<file path="config.mk">
export PLATFORM = sky130hd
export DESIGN_NAME = lehmer_keystream_xor_flat
export DESIGN_NICKNAME = d
export VERILOG_FILES = /design/src/rtl/lks_pkg.sv /design/src/rtl/lks_ifs.sv /design/src/rtl/lks_gen.sv /design/src/rtl/lehmer_keystream_xor.sv /design/src/flat_wrapper.sv
export SDC_FILE = /design/constraint.sdc
export NUM_CORES = 1
export LEC_CHECK = 0
export CORE_MARGIN = 2
export CORE_UTILIZATION = 40
export CTS_BUF_LIST = sky130_fd_sc_hd__clkbuf_8
export DETAILED_ROUTE_END_ITERATION = 10
export DONT_BUFFER_PORTS = 1
export GPL_ROUTABILITY_DRIVEN = 0
export PLACE_DENSITY_LB_ADDON = 0.2
export SYNTH_ARGS = -nofsm -noshare
export SYNTH_HDL_FRONTEND = slang
export SYNTH_SLANG_ARGS = --single-unit
</file>
<file path="constraint.sdc">
create_clock -name clock -period 16.7 [get_ports clock]
set_input_delay 3.34 -clock clock [delete_from_list [all_inputs] [get_ports clock]]
set_output_delay 3.34 -clock clock [all_outputs]
set_load 0.01 [all_outputs]
</file>
<file path="src/rtl/lks_pkg.sv">
// Package for the Lehmer keystream XOR block: field widths, generator constants
// and the control struct passed to the generator.
// No dependencies; every other file imports this package.
package lks_pkg;

   // Field widths.
   localparam int WORD_W   = 32;
   localparam int NBYTES_W = 3;
   localparam int GEN_W    = 31;
   localparam int NLANES   = WORD_W / 8;

   // Number of generator bits XORed into the data word.
   localparam int KEY_BITS = 15;

   // Park-Miller minimal standard generator: x' = 16807 * x mod (2^31 - 1).
   localparam int MULT_W = 15;
   localparam int PROD_W = GEN_W + MULT_W;
   localparam logic [MULT_W-1:0] LCG_MULT   = MULT_W'(16807);
   localparam logic [GEN_W-1:0]  LCG_MOD    = {GEN_W{1'b1}};
   localparam logic [GEN_W-1:0]  ZERO_SUBST = GEN_W'(32'h1234_5987);

   // Control from the datapath to the generator.
   typedef struct packed {
      logic step;     // an item leaves the input register this cycle
      logic restart;  // reload from the seed before stepping
   } gen_ctl_type;

endpackage

</file>
<file path="src/rtl/lks_ifs.sv">
// Handshake interfaces for the request and response channels of the
// Lehmer keystream XOR block. Depends on lks_pkg.
interface lks_req_if;
   import lks_pkg::*;
   logic                valid;
   logic                ready;
   logic [WORD_W-1:0]   data_word;
   logic [NBYTES_W-1:0] valid_bytes;
   logic                restart;

   modport source (output valid, output data_word, output valid_bytes, output restart,
                   input ready);
   modport sink   (input valid, input data_word, input valid_bytes, input restart,
                   output ready);
endinterface

interface lks_rsp_if;
   import lks_pkg::*;
   logic              valid;
   logic              ready;
   logic [WORD_W-1:0] cipher_word;

   modport source (output valid, output cipher_word, input ready);
   modport sink   (input valid, input cipher_word, output ready);
endinterface

</file>
<file path="src/rtl/lks_gen.sv">
// Park-Miller generator register with its combinational step: a constant multiply
// followed by a Mersenne fold. Depends on lks_pkg.
module lks_gen (
   input  logic                      clock,
   input  logic                      reset,
   input  lks_pkg::gen_ctl_type      ctl,
   input  logic [lks_pkg::GEN_W-1:0] seed,
   output logic [lks_pkg::GEN_W-1:0] gen_next
);
   import lks_pkg::*;

   logic [GEN_W-1:0]  gen_ff;
   logic [GEN_W-1:0]  gen_in;
   logic [GEN_W-1:0]  base;
   logic [PROD_W-1:0] product;
   logic [GEN_W:0]    fold;

   always_comb begin
      base = ctl.restart ? seed : gen_ff;
      // A zero value would lock the generator, so it is replaced.
      if (base == '0) begin
         base = ZERO_SUBST;
      end
      product = PROD_W'(base) * PROD_W'(LCG_MULT);
      // 2^31 is 1 modulo 2^31 - 1, so the high part folds onto the low part.
      fold = {1'b0, product[GEN_W-1:0]} + (GEN_W + 1)'(product[PROD_W-1:GEN_W]);
      if (fold >= {1'b0, LCG_MOD}) begin
         fold = fold - {1'b0, LCG_MOD};
      end
      gen_next = fold[GEN_W-1:0];
      gen_in   = ctl.step ? gen_next : gen_ff;
   end

   always_ff @(posedge clock) begin
      if (reset) begin
         gen_ff <= ZERO_SUBST;
      end else begin
         gen_ff <= gen_in;
      end
   end

endmodule

</file>
<file path="src/rtl/lehmer_keystream_xor.sv">
// Top level of the Lehmer keystream XOR block: seed register, input register,
// keystream XOR with byte masking, and the response register.
// Depends on lks_pkg, lks_req_if, lks_rsp_if and lks_gen.

// The block encrypts (or decrypts) a stream of 32-bit words by XORing each one
// with the low KEY_BITS bits of a Park-Miller generator, x' = 16807 * x mod
// (2^31 - 1), that advances exactly once per item. A request item carries the
// word, its count of valid low bytes (bytes at or above the count come back as
// zero, counts above four act as four) and a restart flag that reloads the
// generator from the seed register before the word is processed. The seed is
// written through csr_wr_en/csr_wr_data and only takes effect at the next
// restart; a zero seed, and a generator value of zero, are replaced by
// 0x12345987, which is also the value after reset. An item accepted into the
// input register moves into the response register when that register is empty
// or is being emptied, and its response is presented from there. One item is
// taken every cycle as long as responses are consumed. The generator step (a
// 31 by 15 bit constant multiply and a modulo fold) is combinational and feeds
// the generator register, and that loop sets the clock period.
module lehmer_keystream_xor (
   input  logic                      clock,
   input  logic                      reset,
   lks_req_if.sink                   req_if,
   lks_rsp_if.source                 rsp_if,
   input  logic                      csr_wr_en,
   input  logic [lks_pkg::GEN_W-1:0] csr_wr_data
);
   import lks_pkg::*;

   // Seed register; the generator only reads it on a restart.
   logic [GEN_W-1:0] seed_ff;

   // Input register: one item waiting for the generator.
   logic                a_valid_ff;
   logic                a_valid_in;
   logic [WORD_W-1:0]   a_data_ff;
   logic [NBYTES_W-1:0] a_nbytes_ff;
   logic                a_restart_ff;

   // Response register.
   logic              rsp_valid_ff;
   logic              rsp_valid_in;
   logic [WORD_W-1:0] rsp_word_ff;
   logic [WORD_W-1:0] rsp_word_in;

   logic              req_fire;
   logic              advance;
   gen_ctl_type       gen_ctl;
   logic [GEN_W-1:0]  gen_next;
   logic [WORD_W-1:0] key;
   logic [WORD_W-1:0] keep;

   // The input register moves on whenever the response register is empty or is
   // being emptied, so a response that is being taken does not stop the next item coming in.
   assign advance      = a_valid_ff && (!rsp_valid_ff || rsp_if.ready);
   assign req_if.ready = !a_valid_ff || advance;
   assign req_fire     = req_if.valid && req_if.ready;

   assign gen_ctl.step    = advance;
   assign gen_ctl.restart = a_restart_ff;

   lks_gen u_gen (
      .clock    (clock),
      .reset    (reset),
      .ctl      (gen_ctl),
      .seed     (seed_ff),
      .gen_next (gen_next)
   );

   always_comb begin
      key = {{(WORD_W - KEY_BITS){1'b0}}, gen_next[KEY_BITS-1:0]};
      // Byte lane i survives when it lies below the valid count.
      for (int i = 0; i < NLANES; i++) begin
         keep[8*i +: 8] = {8{NBYTES_W'(i) < a_nbytes_ff}};
      end
      rsp_word_in = (a_data_ff ^ key) & keep;
   end

   always_comb begin
      a_valid_in = a_valid_ff;
      if (req_fire) begin
         a_valid_in = 1'b1;
      end else if (advance) begin
         a_valid_in = 1'b0;
      end

      rsp_valid_in = rsp_valid_ff;
      if (advance) begin
         rsp_valid_in = 1'b1;
      end else if (rsp_if.ready) begin
         rsp_valid_in = 1'b0;
      end
   end

   always_ff @(posedge clock) begin
      if (reset) begin
         seed_ff      <= '0;
         a_valid_ff   <= 1'b0;
         rsp_valid_ff <= 1'b0;
      end else begin
         if (csr_wr_en) begin
            seed_ff <= csr_wr_data;
         end
         a_valid_ff   <= a_valid_in;
         rsp_valid_ff <= rsp_valid_in;
      end
   end

   // Payload registers load on their handshakes and need no reset.
   always_ff @(posedge clock) begin
      if (req_fire) begin
         a_data_ff    <= req_if.data_word;
         a_nbytes_ff  <= req_if.valid_bytes;
         a_restart_ff <= req_if.restart;
      end
      if (advance) begin
         rsp_word_ff <= rsp_word_in;
      end
   end

   assign rsp_if.valid       = rsp_valid_ff;
   assign rsp_if.cipher_word = rsp_word_ff;

endmodule

</file>
<file path="src/flat_wrapper.sv">
// flat-port wrapper written by rule: the top's interface ports become plain ports
module lehmer_keystream_xor_flat import lks_pkg::*;
  (clock, reset, csr_wr_en, csr_wr_data, req_if_valid, req_if_data_word, req_if_valid_bytes, req_if_restart, req_if_ready, rsp_if_valid, rsp_if_cipher_word, rsp_if_ready);
  lks_req_if req_if_i ();
  lks_rsp_if rsp_if_i ();
  input  logic clock;
  input  logic reset;
  input  logic csr_wr_en;
  input  logic [lks_pkg::GEN_W-1:0] csr_wr_data;
  input wire logic [$bits(req_if_i.valid)-1:0] req_if_valid;
  input wire logic [$bits(req_if_i.data_word)-1:0] req_if_data_word;
  input wire logic [$bits(req_if_i.valid_bytes)-1:0] req_if_valid_bytes;
  input wire logic [$bits(req_if_i.restart)-1:0] req_if_restart;
  output wire logic [$bits(req_if_i.ready)-1:0] req_if_ready;
  output wire logic [$bits(rsp_if_i.valid)-1:0] rsp_if_valid;
  output wire logic [$bits(rsp_if_i.cipher_word)-1:0] rsp_if_cipher_word;
  input wire logic [$bits(rsp_if_i.ready)-1:0] rsp_if_ready;
  assign req_if_i.valid = req_if_valid;
  assign req_if_i.data_word = req_if_data_word;
  assign req_if_i.valid_bytes = req_if_valid_bytes;
  assign req_if_i.restart = req_if_restart;
  assign req_if_ready = req_if_i.ready;
  assign rsp_if_valid = rsp_if_i.valid;
  assign rsp_if_cipher_word = rsp_if_i.cipher_word;
  assign rsp_if_i.ready = rsp_if_ready;
  lehmer_keystream_xor u_core (.clock(clock), .reset(reset), .req_if(req_if_i), .rsp_if(rsp_if_i), .csr_wr_en(csr_wr_en), .csr_wr_data(csr_wr_data));
endmodule
</file>
; ---- Word-level counts from Yosys, hierarchy flattened
; Cells that the tools add are included.
; W data, S select, Z words.
[classes]
add_sub_neg = 2
n_mul = 1
order_cmp = 5
muxes = 7
bitwise_logic = 2
n_reduce_logical = 9
[op_table]
columns = cell, count
row1 = $mux W31, 3
row2 = $mul A31 B15 Y46 const B, 1
row3 = $add A31 B15 Y32, 1
row4 = $and A32 B32 Y32, 1
row5 = $ge A32 B31 Y1 const B, 1
row6 = $xor A32 B15 Y32, 1
row7 = $logic_not A31 Y1, 1
row8 = $sub A31 B31 Y31 const B, 1
row9 = $lt A1 B3 Y1 const A, 2
row10 = $lt A2 B3 Y1 const A, 2
row11 = $mux W1, 4
row12 = $reduce_bool A2 Y1, 2
row13 = $logic_and A1 B1 Y1, 2
row14 = $logic_not A1 Y1, 2
row15 = $logic_or A1 B1 Y1, 2
[word_totals]
register_bits = 132
in_bits = 72
output_inout_bits = 34
elab_cells = 34

; ---- Longest topological paths before layout
; Gate-level depths: netlist (run 1).
[depth]
word_depth = 9
mapped_depth = 50

; ---- Hierarchy
; Synthesis (run 1) repeated with hierarchy kept, for this count alone.
[hier_totals]
cells_unflattened = 1597
area_unflattened_um2 = 15000.6
[modules_own_cells]
columns = mod, instances, cells_each, area_per_inst_um2, seq_area_each_um2
row1 = lks_gen, 1, 1367, 11423.5, 620.6
row2 = lehmer_keystream_xor, 1, 230, 3577.2, 2702.6

; ---- Worst setup path before layout (run 1)
; No wires, ideal clock.
[synth_path]
path_kind = register -> register
startpoint = register u_core.a_restart_ff
endpoint = register u_core.rsp_word_ff[8], in the netlist u_core.rsp_if.cipher_word[8] (data pin)
setup_time_ns = 0.135
arrival_time_ns = 11.645
setup_slack_ns = 4.920
path_stages_with_launch = 47
path_buffers = 4
cell_sequence = edfxtp_1 > clkbuf_1 > buf_1 > mux2i_1 > nand4_1 > nor4_1 > nand4_1 > clkbuf_1 > clkbuf_1 > nand2_1 > fa_1 > ha_1 > inv_1 > fa_1 > inv_1 > fa_1 > fa_1 > inv_1 > (+11 left out) > a311o_1 > a21oi_1 > o21bai_1 > a21oi_1 > xnor2_1 > ha_1 > a21o_1 > nand2_1 > o31ai_1 > a211oi_1 > nand3_1 > or2_2 > or4_1 > a221oi_2 > a31oi_4 > or4_4 > or4_1 > nand3_1
[synth_via]
elab_chain_cells = 9
elab_cells_between_ends = 10
classes_between = 2 x add/sub / 1 x mul / 1 x order compare / 3 x mux / 2 x bitwise / 1 x reduce/logical
[synth_lines]
columns = element, line
row1 = from (decl), lehmer_keystream_xor.sv:37  ; logic a_restart_ff;
row2 = from (signal assigned), lehmer_keystream_xor.sv:113  ; a_restart_ff <= req_if.restart;
row3 = $mux W31 (*), lks_gen.sv:19  ; base = ctl.restart ? seed : gen_ff;
row4 = $logic_not A31 Y1, lks_gen.sv:21  ; if (base == '0) begin
row5 = $mux W31 (*), lks_gen.sv:21
row6 = $mul A31 B15 Y46 (*), lks_gen.sv:24  ; product = PROD_W'(base) * PROD_W'(LCG_MULT);
row7 = $add A31 B15 Y32 (*), lks_gen.sv:26  ; fold = {1'b0, product[GEN_W-1:0]} + (GEN_W + 1)'(product[PROD_W-1:GEN_W]);
row8 = $sub A31 B31 Y31 or $ge A32 B31 Y1 (tied branches), "lks_gen.sv:28, lks_gen.sv:27"
row9 = $mux W31 (*), lks_gen.sv:27  ; if (fold >= {1'b0, LCG_MOD}) begin
row10 = $xor A32 B15 Y32 (*), lehmer_keystream_xor.sv:75  ; rsp_word_in = (a_data_ff ^ key) & keep;
row11 = $and A32 B32 Y32 (*), lehmer_keystream_xor.sv:75
row12 = via u_core.rsp_word_in[8], lehmer_keystream_xor.sv:43  ; logic [WORD_W-1:0] rsp_word_in;
row13 = to (signal assigned), lehmer_keystream_xor.sv:116  ; rsp_word_ff <= rsp_word_in;
row14 = to (decl), lehmer_keystream_xor.sv:42  ; logic [WORD_W-1:0] rsp_word_ff;
; Mark *: on every way through the listed nets, which the timed path passes. The rest lies on a longest branch.
; A chain may end at the register's enable or synchronous reset.

; ---- Worst setup path in the final report (run 1)
[layout_path]
startpoint = register u_core.a_restart_ff
endpoint = register u_core.u_gen.gen_ff[19]
[layout_via]
elab_chain_cells = 7
elab_cells_between_ends = 8
classes_between = 2 x add/sub / 1 x mul / 1 x order compare / 3 x mux / 1 x reduce/logical
[layout_lines]
columns = element, line
row1 = $mux W31 (*), lks_gen.sv:19
row2 = $logic_not A31 Y1, lks_gen.sv:21
row3 = $mux W31 (*), lks_gen.sv:21
row4 = $mul A31 B15 Y46 (*), lks_gen.sv:24
row5 = $add A31 B15 Y32 (*), lks_gen.sv:26
row6 = $sub A31 B31 Y31 or $ge A32 B31 Y1 (tied branches), "lks_gen.sv:28, lks_gen.sv:27"
row7 = $mux W31 (*), lks_gen.sv:27
row8 = to (signal assigned), lks_gen.sv:38  ; gen_ff <= gen_in;
row9 = to (decl), lks_gen.sv:12  ; logic [GEN_W-1:0] gen_ff;
; Mark *: on every way between the ends. The rest lies on a longest branch, timed or not.

==> flow_summary.json, run 1 <==
{
  "drtIter0Drc": 856,
  "die_h_um": 197,
  "final_nets": 1973,
  "worstPathArrival_ns": 15.03,
  "die_area_um2": 39000,
  "netlist_area_um2": 15000,
  "fp-row-count": 70,
  "syn-num-nets": 1994,
  "cp-start-kind": "register",
  "vias": 11000,
  "crit_required_ns": 17.00,
  "critPathMaxFanout": 36,
  "max_freq_mhz": 67.9,
  "fin_crit_sh": 0.882,
  "syn_inst": 1591,
  "antenna_found_initial": 0,
  "critPathKind": "reg -> reg",
  "grt.total_usage": 0.217,
  "synth_edf_count": 68,
  "start_util": 0.408,
  "io_pins": 106,
  "die_x_um": 197,
  "synthArstFlopShare": 0,
  "setup_violations": 0,
  "h-tree-depth": 4,
  "cts_setup_buffers": 0,
  "tightest_slew_ns": 1.12,
  "hold_class": "reg -> reg",
  "ff2ff_path_depth": 44,
  "hold_depth": 2,
  "slowest_stage": "nor3_2",
  "drtAntennaViolNets": 0,
  "avgSynthCellArea_um2": 9.41,
  "grt_overflow": 0,
  "final.setup.tns_ns": 0,
  "clk_path_buf_depth": 2,
  "max_cap_viol_count": 0,
  "grt_pass1_vias": 11300,
  "dr.pass1.iters": 6,
  "clk_pin_slew_worst_paths_ns": 0.08,
  "synth-warning-count": 0,
  "cts_sinks": 132,
  "grt_pass1_wl_mm": 64.5,
  "cts_root_buffer": "clkbuf_8",
  "path_delay_family": "compound AO/OA/AOI/OAI gates",
  "mostFrequentLayoutCells": "inv_1, ha_1, nor2_1",
  "drive_gt1_frac": 0.0455,
  "port_buffers": 0,
  "wl_per_cell_um": 20.1,
  "num-fill-cells": 3589,
  "cts_buffers": 17,
  "via_per_inst": 5.36,
  "ys_ff_latch": 132,
  "area_delta_synth_final_pct": 5.66,
  "synth.distinct_cells": 79,
  "finalHoldViolCount": 0,
  "dpl.hpwl_mm": 34.5,
  "status": "finished clean",
  "critPathBufInv": 6,
  "critPathMaxStageDelay_ns": 0.90,
  "synth_ff_type": "edfxtp_1",
  "coreArea_um2": 36700,
  "critical_path_depth": 44,
  "remaining_drc_errors": 0,
  "fin_worst_skew_ns": 0.0197,
  "finalCriticalPeriod_ns": 14.73,
  "endpoint_kind": "register",
  "hold_buffers": 0,
  "tritoncts": "built",
  "slew_viol_final": 0,
  "grt_max_degree": 63,
  "diodes": 0,
  "layout_commonest_cell": "inv_1",
  "clock_latency_ns": 0.43,
  "relSlewSlack": 0.252,
  "cts_resized": 0,
  "rsz0062_at_grt": "no",
  "drt-total-wl_mm": 41.1,
  "ys_seq_area_frac": 0.222
}
[cell families (layout without fill, tap and decap cells)]
group,count (synthesis),count (layout),share of synthesized area
xor gates and xnor gates,96,96,0.0682
buffers and inverters,348,340,0.0889
AOI/OAI and AO/OA,251,251,0.115
DFF,132,132,0.222
and+or+nand+nor,367,367,0.119
muxes,66,66,0.0449
adders and majority gates,331,331,0.342
[worst paths after layout]
check	startpoint	end	slack [ns]
worst max-delay path	u_core.a_restart_ff	u_core.u_gen.gen_ff[19]	1.97
worst min register to register	u_core.u_gen.gen_ff[27]	u_core.u_gen.gen_ff[27]	0.48
worst max register to register	u_core.a_restart_ff	u_core.u_gen.gen_ff[19]	1.97
worst min-delay path	u_core.u_gen.gen_ff[27]	u_core.u_gen.gen_ff[27]	0.48
[registers in the layout, indices dropped and copies added (netlist names)]
signal	flops
u_core.a_data_ff	32
u_core.rsp_if.cipher_word	32
u_core.seed_ff	31
u_core.u_gen.gen_ff	31
u_core.a_nbytes_ff	3
u_core.a_restart_ff	1
u_core.a_valid_ff	1
u_core.rsp_if.valid	1
[metal layers]
metal / wire length (um) / share of wire / global-route usage
met5: 0 / 0 / 0
met4: 522 / 0.013 / 0.0368
met3: 1860 / 0.045 / 0.0285
met2: 19900 / 0.48 / 0.368
met1: 18800 / 0.46 / 0.300
[worst reg2reg max path, delay by kind of cell (launching register included)]
kind | cells | cell delay [ns]
fa+ha+maj | 7 | 3.40
simple gates | 9 | 3.76
mux | 2 | 1.13
xor+xnor | 1 | 0.16
buf+inv | 6 | 1.13
flops | 1 | 0.33
compound gates | 19 | 4.71
[synth_stat cells (6+ instances only)]
master | n | area [um2]
nand3_1 | 20 | 100
and2_1 | 17 | 106
nor4_1 | 15 | 93.8
edfxtp_1 | 68 | 2040
fa_1 | 130 | 2600
xor2_1 | 23 | 201
or4_1 | 9 | 67.6
dfxtp_1 | 64 | 1280
clkbuf_1 | 25 | 93.8
o21bai_1 | 9 | 67.6
or2_2 | 6 | 37.5
mux2_2 | 9 | 101
a31oi_1 | 10 | 62.6
o21a_1 | 15 | 113
xnor3_1 | 6 | 135
nand2b_1 | 9 | 56.3
o21ai_1 | 7 | 35.0
buf_1 | 6 | 22.5
ha_1 | 201 | 2510
a21oi_1 | 63 | 315
a21o_1 | 23 | 173
o211ai_1 | 21 | 158
xor3_1 | 6 | 143
nor3_1 | 22 | 110
and3_1 | 12 | 75.1
or3_1 | 7 | 43.8
inv_1 | 305 | 1140
nor2_1 | 132 | 495
nor2b_1 | 13 | 81.3
o21ai_0 | 32 | 160
mux2i_1 | 57 | 571
xnor2_1 | 60 | 526
nand4_1 | 10 | 62.6
a211oi_1 | 19 | 143
buf_2 | 10 | 50.1
nand2_1 | 81 | 304
[stage by stage]
step | cells | hold slack (ns) | setup slack, ns | instance area (um2) | util
detailed placement | 2019 | 0.461 | 2.17 | 15400 | 0.419
global placement | 2019 | 0.441 | 2.26 | 15400 | 0.419
CTS | 2051 | 0.479 | 2.10 | 15800 | 0.431
finish | 2051 | 0.480 | 1.97 | 15800 | 0.431
global route | 2051 | 0.522 | 0.879 | 15800 | 0.431
floorplan | 1591 | 0.421 | 4.92 | 15000 | -
[layout make-up]
class | count | area (um2) | area share
flip-flops and latches | 132 | 3320 | 0.210
repair buffers | 3 | 22.5 | 0.00142
well taps | 468 | 586 | 0.0370
multi-input cells | 1111 | 10300 | 0.652
clock inverters | 15 | 189 | 0.0119
inverters | 305 | 1140 | 0.0724
clock buffers | 17 | 234 | 0.0148
Power of run 1 is left out: the tool's default activity adds up to more than one toggle a clock period on the data nets, which glitch-free logic cannot reach.
==> inputs of run 2 (changes only) <==
--- a/config.mk
+++ b/config.mk
@@ -5,6 +5,8 @@
 export SDC_FILE = /design/constraint.sdc
 export NUM_CORES = 1
 export LEC_CHECK = 0
+export CELL_PAD_IN_SITES_DETAIL_PLACEMENT = 1
+export CELL_PAD_IN_SITES_GLOBAL_PLACEMENT = 1
 export CORE_MARGIN = 2
 export CORE_UTILIZATION = 40
 export CTS_BUF_LIST = sky130_fd_sc_hd__clkbuf_8
==> flow_summary.json, run 2 (synthesis gave the netlist of run 1 again) <==
{
  "status": "finished clean",
  "cts_sinks": 132,
  "cts_resized": 0,
  "crit_required_ns": 17.03,
  "die_h_um": 197,
  "clock_latency_ns": 0.45,
  "mostFrequentLayoutCells": "inv_1, ha_1, nor2_1",
  "area_delta_synth_final_pct": 5.73,
  "dpl.hpwl_mm": 37.9,
  "endpoint_kind": "register",
  "vias": 11200,
  "wl_per_cell_um": 22.0,
  "seqCellArea_um2": 3320,
  "hold_buffers": 0,
  "finalCriticalPeriod_ns": 15.35,
  "die_x_um": 197,
  "remaining_drc_errors": 0,
  "coreArea_um2": 36700,
  "cts_root_buffer": "clkbuf_8",
  "via_per_inst": 5.44,
  "drtAntennaViolNets": 0,
  "num-fill-cells": 4238,
  "die_area_um2": 39000,
  "grt.total_usage": 0.237,
  "fin_ws_ns": 1.35,
  "grt_pass1_wl_mm": 69.5,
  "critPathMaxFanout": 24,
  "finalHoldViolCount": 0,
  "fin_worst_skew_ns": 0.0119,
  "h-tree-depth": 4,
  "slew_viol_final": 0,
  "cp-start-kind": "register",
  "cts_buffers": 17,
  "drtIter0Drc": 615,
  "final_nets": 1975,
  "max_cap_viol_count": 0,
  "max_freq_mhz": 65.1,
  "port_buffers": 0,
  "drt-total-wl_mm": 45.3,
  "dr.pass1.iters": 5,
  "antenna_found_initial": 0,
  "cts_setup_buffers": 0,
  "diodes": 0,
  "clk_path_buf_depth": 2,
  "relSlewSlack": 0.252,
  "rsz0062_at_grt": "no",
  "fp-row-count": 70,
  "grt_overflow": 0,
  "critPathMaxStageDelay_ns": 1.10,
  "fin_cells": 2053,
  "dpl_worst_slack_ns": 1.53,
  "multi_input_area_um2": 10300,
  "critPathBufInv": 5,
  "io_pins": 106,
  "drive_gt1_frac": 0.0467,
  "tritoncts": "built",
  "grt_pass1_vias": 11800,
  "layout_commonest_cell": "inv_1",
  "setup_violations": 0,
  "critPathKind": "reg -> reg",
  "worstPathArrival_ns": 15.68,
  "fin_crit_sh": 0.919,
  "dp.cells": 2021,
  "slowest_stage": "edfxtp_1",
  "final.setup.tns_ns": 0,
  "tightest_slew_ns": 1.12,
  "hold_class": "reg -> reg",
  "utilization": 0.431,
  "path_delay_family": "compound AO/OA/AOI/OAI gates",
  "grt_max_degree": 63,
  "start_util": 0.408,
  "clk_pin_slew_worst_paths_ns": 0.09
}
-- run 2: cell count changes in the layout (fill, tap and decap cells not counted), moves of 2 or more --
cell and delta:
buf_4 +2, clkinv_8 +3, inv_8 +4, inv_6 -4, bufinv_16 -2
-- run 2: metrics by stage --
stage / hold WS, ns / cell area, um2
final: 0.479 / 15800
after global routing: 0.529 / 15800
after CTS: 0.481 / 15800
after detailed placement: 0.460 / 15400
after global placement: 0.449 / 15400
after floorplan: 0.421 / 15000
-- run 2: area by class of cell --
class,count,share of cell area
Multi-Input combinational cell,1111,0.652
Sequential cell,132,0.210
Inverter,305,0.0723
Tap cell,468,0.0370
Clock buffer,17,0.0148
Clock inverter,15,0.0117
Timing Repair Buffer,5,0.00237
-- run 2: path summary, 6_finish.rpt --
kind              slack [ns]                     from  cells past startpoint                 endpoint
setup / recovery        1.35      u_core.a_restart_ff                     40  u_core.u_gen.gen_ff[27]
hold / removal          0.48  u_core.u_gen.gen_ff[27]                      2  u_core.u_gen.gen_ff[27]
setup reg to reg        1.35      u_core.a_restart_ff                     40  u_core.u_gen.gen_ff[27]
hold reg to reg         0.48  u_core.u_gen.gen_ff[27]                      2  u_core.u_gen.gen_ff[27]
-- run 2: worst reg2reg max path: cells and delay by family (launching register included) --
family,cells,cell delay (ns)
AOI/OAI and AO/OA,16,4.81
and+or+nand+nor,10,4.20
adders and majority gates,7,3.31
DFF,1,1.10
muxes,1,0.88
buffers and inverters,5,0.70
xor gates and xnor gates,1,0.26
-- run 2: metal layers --
| metal | up-vias | part of all wire | track usage | routed length [um] |
|---|---|---|---|---|
| li1 | 5317 | - | - | - |
| met1 | 5593 | 0.46 | 0.321 | 20800 |
| met2 | 211 | 0.48 | 0.396 | 21700 |
| met3 | 43 | 0.037 | 0.0341 | 1690 |
| met4 | 0 | 0.025 | 0.0627 | 1120 |
| met5 | - | 0 | 0 | 0 |
Power of run 2 is left out for the same reason.
==> inputs of run 3 (changes only) <==
--- a/config.mk
+++ b/config.mk
@@ -14,6 +14,7 @@
 export DONT_BUFFER_PORTS = 1
 export GPL_ROUTABILITY_DRIVEN = 0
 export PLACE_DENSITY_LB_ADDON = 0.2
+export RECOVER_POWER = 50
 export SYNTH_ARGS = -nofsm -noshare
 export SYNTH_HDL_FRONTEND = slang
 export SYNTH_SLANG_ARGS = --single-unit
==> flow_summary.json, run 3 (synthesis gave the netlist of run 1 again) <==
{
  "status": "finished with violations",
  "violations": "max-capacitance violations, max-slew violations",
  "cts_resized": 0,
  "tightest_slew_ns": 1.55,
  "r2r_setup_slack_ns": 1.42,
  "remaining_drc_errors": 0,
  "port_buffers": 0,
  "rsz0062_at_grt": "no",
  "final.setup.tns_ns": 0,
  "dpl.hpwl_mm": 37.9,
  "grt_pass1_vias": 11800,
  "dr.pass1.iters": 5,
  "h-tree-depth": 4,
  "coreArea_um2": 36700,
  "die_h_um": 197,
  "drtIter0Drc": 681,
  "fin_worst_skew_ns": 0.0128,
  "finalHoldViolCount": 0,
  "tritoncts": "built",
  "crit_required_ns": 17.03,
  "start_util": 0.408,
  "grt_max_degree": 63,
  "critPathKind": "reg -> reg",
  "drtAntennaViolNets": 0,
  "min-delay-start": "u_core.u_gen.gen_ff[27]",
  "drive_gt1_frac": 0.0461,
  "vias": 11100,
  "grt_pass1_wl_mm": 69.5,
  "layout_commonest_cell": "inv_1",
  "cts_setup_buffers": 0,
  "min_to": "u_core.u_gen.gen_ff[27]",
  "io_pins": 106,
  "hold_class": "reg -> reg",
  "cts_buffers": 17,
  "num-fill-cells": 4239,
  "cts_root_buffer": "clkbuf_8",
  "ff2ff_path_depth": 40,
  "max_cap_viol_count": 1,
  "clk_pin_slew_worst_paths_ns": 0.09,
  "r2r-start": "u_core.a_restart_ff",
  "finalCriticalPeriod_ns": 15.28,
  "drt-total-wl_mm": 45.2,
  "cts_sinks": 132,
  "wl_per_cell_um": 22.0,
  "relSlewSlack": -0.0360,
  "final_nets": 1975,
  "cp-start-kind": "register",
  "via_per_inst": 5.42,
  "grt.total_usage": 0.237,
  "hold_depth": 2,
  "critPathMaxStageDelay_ns": 1.10,
  "fp-row-count": 70,
  "hold_buffers": 0,
  "grt_overflow": 0,
  "max_freq_mhz": 65.5,
  "critPathMaxFanout": 24,
  "diodes": 0,
  "die_area_um2": 39000,
  "mostFrequentLayoutCells": "inv_1, ha_1, nor2_1",
  "r2r_end": "u_core.u_gen.gen_ff[27]",
  "worstPathArrival_ns": 15.61,
  "antenna_found_initial": 0,
  "fin_crit_sh": 0.915,
  "area_delta_synth_final_pct": 5.70,
  "clock_latency_ns": 0.45,
  "setup_violations": 0,
  "endpoint_kind": "register",
  "slew_viol_final": 32,
  "clk_path_buf_depth": 2,
  "die_x_um": 197,
  "slowest_stage": "edfxtp_1"
}
-- run 3: changes by cell type in the layout (fill, tap and decap cells not counted) --
cell / change
and2_0: +7
and2_1: -7
buf_4: -1
clkbuf_1: +1
-- run 3: metrics by stage --
step / util / setup slack (ns) / instances / cell area [um2] / hold WS [ns]
after floorplan: - / 4.92 / 1591 / 15000 / 0.421
after global placement: 0.420 / 1.74 / 2021 / 15400 / 0.449
after detailed placement: 0.420 / 1.53 / 2021 / 15400 / 0.460
after CTS: 0.431 / 1.42 / 2053 / 15800 / 0.481
after global routing: 0.431 / 0.401 / 2053 / 15800 / 0.529
final: 0.431 / 1.42 / 2053 / 15800 / 0.479
-- run 3: final cells by class --
| type | count | area [um2] | area share |
|---|---|---|---|
| multi-input combinational | 1111 | 10300 | 0.652 |
| clock buffer | 17 | 234 | 0.0148 |
| sequential | 132 | 3320 | 0.210 |
| inverter | 305 | 1140 | 0.0724 |
| timing repair buffer | 5 | 33.8 | 0.00214 |
| tap | 468 | 586 | 0.0370 |
| clock inverter | 15 | 185 | 0.0117 |
-- run 3: worst max-delay path by stage --
| stage | startpoint | endpoint | slack (ns) | depth (start not counted) |
|---|---|---|---|---|
| CTS | u_core.a_restart_ff | u_core.u_gen.gen_ff[27] | 1.42 | 40 |
| floorplan | u_core.a_restart_ff | u_core.rsp_if.cipher_word[8] | 4.92 | 46 |
| detailed placement | u_core.a_restart_ff | u_core.u_gen.gen_ff[27] | 1.53 | 40 |
| global route | u_core.a_restart_ff | u_core.u_gen.gen_ff[27] | 0.40 | 43 |
| global placement | u_core.a_restart_ff | u_core.u_gen.gen_ff[23] | 1.74 | 40 |
| finish | u_core.a_restart_ff | u_core.u_gen.gen_ff[27] | 1.42 | 40 |
-- run 3: per-layer routing --
layer,up-vias,wire (um),global-route usage
li1,5310,-,-
met4,0,1110,0.0627
met2,219,21600,0.396
met1,5558,20600,0.321
met3,41,1880,0.0341
met5,-,0,0
-- run 3: worst max-delay path: cells and delay by family (launching register included) --
kind                     cells  cell delay [ns]
multiplexers                 1             0.86
buffers and inverters        5             0.70
AO/OA/AOI/OAI               16             4.78
XOR/XNOR                     1             0.24
AND/OR/NAND/NOR             10             4.15
flip-flops                   1             1.10
adder cells (fa/ha/maj)      7             3.30
Power of run 3 is left out for the same reason.
